[src/rtl/ppgs_pkg.sv]
// Shared constants, types and helper functions of the PPG heart rate and SpO2 estimator.
`timescale 1ns / 1ps

package ppgs_pkg;

  // Fixed-point format and history depths.
  localparam int unsigned FRAC_BITS      = 8;
  localparam int unsigned INTERVAL_DEPTH = 4;
  localparam int unsigned SPO2_DEPTH     = 8;

  localparam int unsigned IPTR_W  = (INTERVAL_DEPTH > 1) ? $clog2(INTERVAL_DEPTH) : 1;
  localparam int unsigned IFILL_W = $clog2(INTERVAL_DEPTH + 1);
  localparam int unsigned SPTR_W  = (SPO2_DEPTH > 1) ? $clog2(SPO2_DEPTH) : 1;
  localparam int unsigned SFILL_W = $clog2(SPO2_DEPTH + 1);
  localparam int unsigned STEP_W  = (IFILL_W > SFILL_W) ? IFILL_W : SFILL_W;

  // Field widths.
  localparam int unsigned SAMPLE_W   = 18;
  localparam int unsigned TIME_W     = 32;
  localparam int unsigned IVL_W      = 11;
  localparam int unsigned BPM_W      = 11;
  localparam int unsigned SPO2_W     = 10;
  localparam int unsigned CFG_IDX_W  = 3;
  localparam int unsigned CFG_DATA_W = 18;
  localparam int unsigned ISUM_W     = IVL_W + IFILL_W;
  localparam int unsigned SSUM_W     = SPO2_W + SFILL_W;

  // Register reset values.
  localparam logic [SAMPLE_W-1:0] FINGER_THR_RST = 18'd50000;
  localparam logic [15:0]         MIN_IVL_RST    = 16'd300;
  localparam logic [15:0]         MAX_IVL_RST    = 16'd2000;
  localparam logic [15:0]         TIMEOUT_RST    = 16'd3000;
  localparam logic [15:0]         FLOOR_RST      = 16'd100;

  // Filter coefficients in Q16.
  localparam logic [31:0] K_DC     = 32'd328;
  localparam logic [31:0] K_AC     = 32'd6554;
  localparam logic [31:0] K_BAND   = 32'd16384;
  localparam logic [31:0] K_ENV    = 32'd64553;
  localparam logic [31:0] K_THR    = 32'd19661;
  localparam logic [31:0] K_SMOOTH = 32'd19661;

  // Rate and SpO2 constants.
  localparam logic [31:0] K_BPM_NUM       = 32'd9600000;  // 600000 tenths * 16
  localparam logic [15:0] BPM_CAP         = 16'd32752;    // 2047 in Q4
  localparam logic [10:0] IVL_CAP         = 11'd2047;
  localparam logic [12:0] BPM_OUT_CAP     = 13'd2047;
  localparam logic [15:0] MIN_AC_SAMPLES  = 16'd10;
  localparam logic [31:0] MIN_RMS_Q4      = 32'd160;
  localparam logic signed [31:0] DC_MIN_Q = 32'(10000) << FRAC_BITS;
  localparam logic [63:0] R_LOW_CLAMP     = 64'd73247;    // 170*R in Q16 reaches 190 tenths here
  localparam logic [31:0] K_SPO2_SLOPE    = 32'd170;
  localparam logic [63:0] SPO2_BASE_Q     = 64'd1040 << 16;
  localparam logic [9:0]  SPO2_LOW        = 10'd850;
  localparam logic [63:0] SPO2_HIGH       = 64'd1000;

  // Iteration counts of the shared divide and square-root unit.
  localparam int unsigned DIV_STEPS  = 64;
  localparam int unsigned SQRT_STEPS = 32;
  localparam int unsigned ICNT_W     = $clog2(DIV_STEPS);

  typedef enum logic [CFG_IDX_W-1:0] {
    CFG_FINGER_THR = 3'd0,
    CFG_MIN_IVL    = 3'd1,
    CFG_MAX_IVL    = 3'd2,
    CFG_TIMEOUT    = 3'd3,
    CFG_PEAK_FLOOR = 3'd4
  } ppgs_cfg_idx_e;

  typedef enum logic {
    ITER_DIV,
    ITER_SQRT
  } ppgs_iter_op_e;

  typedef struct packed {
    logic          start;
    ppgs_iter_op_e op;
    logic [63:0]   num;
    logic [63:0]   den;
  } ppgs_iter_req_t;

  typedef struct packed {
    logic        done;
    logic [63:0] result;
  } ppgs_iter_rsp_t;

  typedef struct packed {
    logic [31:0] a;
    logic [31:0] b;
    logic        neg;
  } ppgs_mul_t;

  typedef enum logic [4:0] {
    S_IDLE, S_CHECK, S_MUL,
    S_DC_IR, S_DC_RED, S_AC_IR, S_AC_RED, S_SQ_IR, S_SQ_RED,
    S_BAND, S_ENV, S_THR,
    S_BPM_SUM, S_BPM_NUM, S_BPM_DIV, S_BPM_SMOOTH, S_BPM_APPLY,
    S_SP_START, S_SP_D1, S_SP_S1, S_SP_D2, S_SP_S2, S_SP_NUM, S_SP_DEN,
    S_SP_R, S_SP_VAL, S_SP_WRITE, S_SP_SUM, S_SP_AVG,
    S_FIN
  } ppgs_state_e;

  // Magnitude of a signed 32-bit value.
  function automatic logic [31:0] abs32(input logic signed [31:0] v);
    return v[31] ? 32'(-v) : 32'(v);
  endfunction

  // Operands for a rounded Q16 scaling of v by k.
  function automatic ppgs_mul_t scale_op(input logic signed [31:0] v, input logic [31:0] k);
    ppgs_mul_t m;
    m.a   = abs32(v);
    m.b   = k;
    m.neg = v[31];
    return m;
  endfunction

  // Operands for squaring an AC level reduced to Q4.
  function automatic ppgs_mul_t square_op(input logic signed [31:0] v);
    ppgs_mul_t m;
    m.a   = abs32(v) >> (FRAC_BITS - 4);
    m.b   = abs32(v) >> (FRAC_BITS - 4);
    m.neg = 1'b0;
    return m;
  endfunction

  // Unsigned 64-bit add that sticks at all ones.
  function automatic logic [63:0] sat_add64(input logic [63:0] a, input logic [63:0] b);
    logic [64:0] s;
    s = {1'b0, a} + {1'b0, b};
    return s[64] ? '1 : s[63:0];
  endfunction

endpackage

[src/rtl/ppgs_iter_unit.sv]
// Shared multi-cycle unit: restoring divider and bitwise integer square root.
`timescale 1ns / 1ps

module ppgs_iter_unit (
  input  logic                     clk_i,
  input  logic                     rst_ni,
  input  ppgs_pkg::ppgs_iter_req_t req_i,
  output ppgs_pkg::ppgs_iter_rsp_t rsp_o
);
  import ppgs_pkg::*;

  logic              busy_q, busy_d;
  logic              done_q, done_d;
  ppgs_iter_op_e     op_q, op_d;
  logic [ICNT_W-1:0] cnt_q, cnt_d;
  logic [64:0]       acc_q, acc_d;   // remainder or radicand
  logic [63:0]       quo_q, quo_d;   // quotient or root
  logic [63:0]       aux_q, aux_d;   // divisor or root bit
  logic [64:0]       lhs, rhs, diff;
  logic              ge;

  // One step of the selected operation per cycle while busy.
  always_comb begin
    busy_d = busy_q;
    done_d = 1'b0;
    op_d   = op_q;
    cnt_d  = cnt_q;
    acc_d  = acc_q;
    quo_d  = quo_q;
    aux_d  = aux_q;

    if (op_q == ITER_DIV) begin
      lhs = {acc_q[63:0], quo_q[63]};
      rhs = {1'b0, aux_q};
    end else begin
      lhs = acc_q;
      rhs = {1'b0, quo_q + aux_q};
    end
    ge   = lhs >= rhs;
    diff = lhs - rhs;

    if (req_i.start) begin
      busy_d = 1'b1;
      op_d   = req_i.op;
      if (req_i.op == ITER_DIV) begin
        acc_d = '0;
        quo_d = req_i.num;
        aux_d = req_i.den;
        cnt_d = ICNT_W'(DIV_STEPS - 1);
      end else begin
        acc_d = {1'b0, req_i.num};
        quo_d = '0;
        aux_d = 64'd1 << 62;
        cnt_d = ICNT_W'(SQRT_STEPS - 1);
      end
    end else if (busy_q) begin
      if (op_q == ITER_DIV) begin
        acc_d = ge ? diff : lhs;
        quo_d = {quo_q[62:0], ge};
      end else begin
        if (ge) begin
          acc_d = diff;
          quo_d = (quo_q >> 1) + aux_q;
        end else begin
          quo_d = quo_q >> 1;
        end
        aux_d = aux_q >> 2;
      end
      cnt_d = cnt_q - 1'b1;
      if (cnt_q == '0) begin
        busy_d = 1'b0;
        done_d = 1'b1;
      end
    end
  end

  // Control state.
  always_ff @(posedge clk_i or negedge rst_ni) begin
    if (!rst_ni) begin
      busy_q <= 1'b0;
      done_q <= 1'b0;
      op_q   <= ITER_DIV;
      cnt_q  <= '0;
    end else begin
      busy_q <= busy_d;
      done_q <= done_d;
      op_q   <= op_d;
      cnt_q  <= cnt_d;
    end
  end

  // Datapath registers.
  always_ff @(posedge clk_i) begin
    acc_q <= acc_d;
    quo_q <= quo_d;
    aux_q <= aux_d;
  end

  assign rsp_o.done   = done_q;
  assign rsp_o.result = quo_q;

endmodule

[config.mk]
export PLATFORM = sky130hd
export DESIGN_NAME = ppgs_iter_unit
export DESIGN_NICKNAME = d
export VERILOG_FILES = /design/src/rtl/ppgs_pkg.sv /design/src/rtl/ppgs_iter_unit.sv
export SDC_FILE = /design/constraint.sdc
export NUM_CORES = 1
export LEC_CHECK = 0
export BUFFER_PORTS_ARGS = -buffer_cell sky130_fd_sc_hd__buf_4
export CAP_MARGIN = 20
export CORE_MARGIN = 2
export CORE_UTILIZATION = 45
export CTS_BUF_LIST = sky130_fd_sc_hd__clkbuf_2 sky130_fd_sc_hd__clkbuf_4 sky130_fd_sc_hd__clkbuf_8
export DETAILED_ROUTE_END_ITERATION = 10
export SETUP_SLACK_MARGIN = 0.1
export SLEW_MARGIN = 20
export SYNTH_ARGS = -nofsm -noshare
export SYNTH_HDL_FRONTEND = slang
export SYNTH_SLANG_ARGS = --single-unit
export TNS_END_PERCENT = 30
[constraint.sdc]
create_clock -name clk_i -period 10.11 [get_ports clk_i]
set_input_delay 1.011 -clock clk_i [delete_from_list [all_inputs] [get_ports clk_i]]
set_output_delay 1.011 -clock clk_i [all_outputs]
set_load 0.005 [all_outputs]
==> Word-level counts from Yosys, hierarchy flattened <==
Cells that the tools add are included.
{ "totals": {"reg_bits": 202} }
{ "op_classes": {"addsub": 4, "magnitude_cmp": 1, "eq_ne": 1, "mux": 26, "reduce_logical": 5} }
{ "op_table": {"columns": ["cell", "count"], "rows": [
  ["64-bit 2-to-1 mux", 11],
  ["65-bit 2-to-1 mux", 6],
  ["65-bit greater-or-equal comparator", 1],
  ["65-bit subtractor", 1],
  ["63-bit by 64-bit adder with 64-bit output", 1],
  ["64-bit adder", 1],
  ["6-bit 2-to-1 mux", 3],
  ["6-bit zero test", 1],
  ["1-bit 2-to-1 mux", 6],
  ["6-bit by 1-bit subtractor with 6-bit output, second input constant", 1],
  ["2-bit AND reduction", 2],
  ["2-bit nonzero test", 2],
  ["3-bit by 2-bit inequality test with 1-bit output, second input constant", 1]
]} }

==> Depth between registers and ports, before layout <==
{ "logic_depth": {"ltp_word": 7, "ltp_mapped": 29} }

==> Worst setup path after synthesis <==
Ideal clock, no wire load.
{ "synth_path": {"kind": "reg2reg", "start": "reg quo_q[15]", "end": "reg acc_q[0] (enable)", "t_arrival_ps": 8014, "required_ps": 9622, "slack_ps": 1607, "stages_incl_launch_ff": 26, "synth_period_minus_slack_ps": 8503, "path_cell_list": "edfxtp_1 > ha_1 > clkbuf_1 > nand2_1 > or4_1 > nor2_1 > o2111ai_1 > and2_1 > o211a_1 > o31ai_1 > nand4_1 > a21oi_1 > a21boi_1 > xnor2_1 > mux2i_1 > ha_1 > clkbuf_1 > a21o_1 > a31oi_1 > o21ai_0 > o31a_1 > a31oi_2 > o41a_1 > and2_1 > buf_2 > nor2_1"} }
{ "synth_between": {"elab_chain_cells": 5} }
{ "synth_rtl": {"columns": ["element", "line", "rtl"], "rows": [
  ["start: declaration", "ppgs_iter_unit.sv:17", "logic [63:0] quo_q, quo_d;"],
  ["start signal: assignment", "ppgs_iter_unit.sv:95", "quo_q <= quo_d;"],
  ["64-bit adder", "ppgs_iter_unit.sv:37", "rhs = {1'b0, quo_q + aux_q};"],
  ["64-bit 2-to-1 mux", "ppgs_iter_unit.sv:32", "if (op_q == ITER_DIV) begin"],
  ["65-bit greater-or-equal comparator", "ppgs_iter_unit.sv:39", "ge = lhs >= rhs;"],
  ["3-bit by 2-bit inequality test with 1-bit output (no source line)", null, null],
  ["2-bit AND reduction (no source line)", null, null],
  ["end signal: assignment", "ppgs_iter_unit.sv:94", "acc_q <= acc_d;"],
  ["end: declaration", "ppgs_iter_unit.sv:16", "logic [64:0] acc_q, acc_d;"]
]} }
Every way passes these cells.
A chain may end at the register's enable or synchronous reset.

==> Final worst setup path <==
{ "layout_path": {"start": "reg quo_q[9]", "end": "reg acc_q[37] (enable)"} }
The elaborated chain is that of the path after synthesis.

==> run_results.csv <==
group,metric,value,unit
power_and_ir_drop,p_leak,11.0,nW
critical_path,path_cells,"ha_1, nand2_1, o32a_1, a31oi_1, nor4_1, nor3_1, a21oi_1, o41ai_1, a41o_1, a21oi_1, xnor2_1, mux2i_1, ha_1, and2_0, nand3_1, nor4_1, nand4_1, o32a_1, and4b_1, o41a_2, and2_1, nor2_4, buf_12",
critical_path,cp_slowest_cell,"nor2_4",
yosys,synth_area_leaders,"edfxtp_1 (26%), ha_1 (11%), o21ai_0 (7.5%), a21oi_1 (6.2%), nand2_1 (5.3%)",
yosys,async_reset_ff_frac,0.0446,
final_layout,insertedDiodeCount,0,
route,wirelength,76400,µm
die,fp.coreArea,49000,µm²
global_route,grt_pass1_vias,20800,
die,die_width,227,µm
clocking,cts_buffers,45,
yosys,yosysWarnings,0,
sta,rsz0062_at_grt,"no",
place,place_area,24100,µm²
sta,slew_headroom,0.276,
yosys,syn_inst,2760,
place,place_hpwl,57900,µm
yosys,syn_nets,3087,
clocking,h-tree-depth,2,
final_layout,stdcell_area,25000,µm²
route,drtPass1Iterations,6,
clocking,post_cts_buffers,0,
route,ant_nets,0,
critical_path,cp.arrival,8420,ps
die,rows,81,
final_layout,area_growth,12.2,%
place,port_buffers,196,
global_route,grt_use_total,0.292,
sta,period_share,0.802,
critical_path,start_kind,"register",
final_layout,fillCellCount,4837,
yosys,ys_types,81,
sta,hold_viol,0,
place,gp_congestion,0.971,
power_and_ir_drop,pwr_density_cell,383,nW/µm²
sta,fin_setup_tns,0,ps
yosys,synthesis.area,22300,µm²
route,vias,21700,
outcome,outcome,"finished clean",
global_route,grt_max_degree,85,
sta,period_minus_slack,8110,ps
clocking,ctsResizeCount,0,
yosys,synth_edf_count,193,
sta,finalSetupViolCount,0,
final_layout,drive_gt1_frac,0.133,
critical_path,cp_num_buf_inv,1,
sta,whs,191,ps
final_layout,seq_area,6020,µm²
critical_path,worst-path-max-fanout,34,
route,routedWlPerCell,21.5,µm
critical_path,cp-end-kind,"register",
global_route,grt-ovfl-total,0,
sta,tightest_slew,1090,ps
clocking,root_buffer,"clkbuf_8",
yosys,synth_top_area_frac,0.260,
power_and_ir_drop,ir_drop,0.223,mV
clocking,cts_hold_buffers,0,
route,drc,0,
route,drt_iter0_drc,2072,
sta,setup_slack,2000,ps
final_layout,utilization,0.511,
clocking,clock_sinks,202,
yosys,yosys.area.top_type,"edfxtp_1",
yosys,seq_area_frac_synth,0.270,
die,boundaryPins,197,
sta,fmax,123,MHz
worst_hold_path,min_path_type,"in2async",
clocking,cts_buffer_depth,3,
run,drv_cap,0,
critical_path,worstSetupPathType,"reg2reg",
die,dieArea,51300,µm²
die,fp.dieH,227,µm
clocking,path_clk_slew,50,ps
yosys,synth_ff_type,"edfxtp_1",
global_route,grt_pass1_wl,117000,µm
yosys,synth-seq-cells,202,
sta,slew_viol_final,0,
global_route,antenna_found_initial,0,
critical_path,crit_required,10430,ps
sta,clock_skew,34.3,ps
final_layout,multi_input_area,15200,µm²
critical_path,crit_path_max_incr_delay,930,ps
place,dp_slack,2100,ps
clocking,cts_tree,"done",
clocking,worst_skew_pair.late_latency,650,ps
critical_path,path_delay_family,"simple AND/OR/NAND/NOR gates",
route,via_per_inst,6.11,
final_layout,nets,3183,
yosys,avgSynthCellArea,8.08,µm²
die,start_util,0.455,
-- per-stage QoR --
step	power, mW	cells
after floorplan	6.76	2760
after global placement	8.46	3472
after detailed placement	8.51	3472
after CTS	9.51	3552
after global routing	10.4	3553
final	9.59	3553
-- cells by family after synthesis --
kind of cell             Yosys count  share of synthesized area
AO/OA/AOI/OAI                   1004                      0.277
AND/OR/NAND/NOR                  750                      0.155
buffers and inverters            292                     0.0510
flip-flops                       202                      0.270
adder cells (fa/ha/maj)          195                      0.110
XOR/XNOR                         177                     0.0696
multiplexers                     140                     0.0666
-- worst register-to-register path: cells and delay by family, from the launching register on --
| kind | cells | cell delay [ps] |
|---|---|---|
| simple gates | 10 | 3150 |
| compound gates | 8 | 2820 |
| fa+ha+maj | 2 | 800 |
| flops | 1 | 470 |
| buf+inv | 1 | 300 |
| xor+xnor | 1 | 140 |
| mux | 1 | 100 |
-- flip-flops by register name, summed over array words and instances (netlist names) --
signal  cells
aux_q      64
busy_q      1
quo_q      64
cnt_q       6
acc_q      65
op_q        1
done_q      1
-- final timing paths --
check / from / endpoint / slack (ps) / depth (start not counted)
min in group clk_i: cnt_q[4] / cnt_q[4] / 560 / 2
max in group asynchronous: rst_ni / op_q / 9750 / 1
max: quo_q[9] / acc_q[37] / 2000 / 23
min: rst_ni / busy_q / 190 / 1
min reg2reg: cnt_q[4] / cnt_q[4] / 560 / 2
max reg2reg: quo_q[9] / acc_q[37] / 2000 / 23
-- layer usage --
| layer | up-vias | wire length (µm) | global-route usage |
|---|---|---|---|
| met5 | - | 0 | 0 |
| met2 | 856 | 34600 | 0.469 |
| met1 | 10300 | 34100 | 0.404 |
| met3 | 142 | 5380 | 0.0411 |
| li1 | 10400 | - | - |
| met4 | 0 | 2390 | 0.0963 |
-- report_power, final --
part / total (mW) / internal [mW] / switching (mW)
Combinational: 6.90 / 2.82 / 4.09
Clock: 0.950 / 0.513 / 0.437
Sequential: 1.73 / 1.36 / 0.371
Total: 9.59 / 4.69 / 4.89
-- cell usage after synthesis, types with 22 or more instances --
master and n:
o21ai_0 333, nand2_1 316, a21oi_1 278, edfxtp_1 193, ha_1 192, nor2_1 161, clkbuf_1 130, inv_1 127
a21o_1 112, xnor2_1 104, mux2i_1 74, xor2_1 73, mux2_2 66, nand4_1 55, nor3_1 45, nand3_1 37
o21bai_1 37, a22oi_1 32, nor2b_1 29, nand2b_1 25, o211ai_1 24, a31oi_1 22
-- layout by cell type (no fill, tap or decap), types with 24 or more instances in the layout --
cell,synthesis,final
nand2_1,316,316
o21ai_0,333,333
xor2_1,73,73
mux2i_1,74,74
buf_4,4,211
edfxtp_1,193,193
o211ai_1,24,24
inv_1,127,126
nand2b_1,25,24
nor3_1,45,45
nor2_1,161,158
nand4_1,55,55
a21o_1,112,112
o21bai_1,37,37
mux2_2,66,66
xnor2_1,104,104
nand3_1,37,37
ha_1,192,192
a21oi_1,278,278
clkbuf_8,0,46
nor2b_1,29,27
a22oi_1,32,32
-- cell type report --
cell class,instances,area share
Inverter,127,0.0191
Clock inverter,23,0.00620
Sequential cell,202,0.241
Timing Repair Buffer,214,0.0654
Tap cell,664,0.0332
Clock buffer,57,0.0286
Multi-Input combinational cell,2266,0.607
Note: power is estimated with default switching activity, not from simulation.
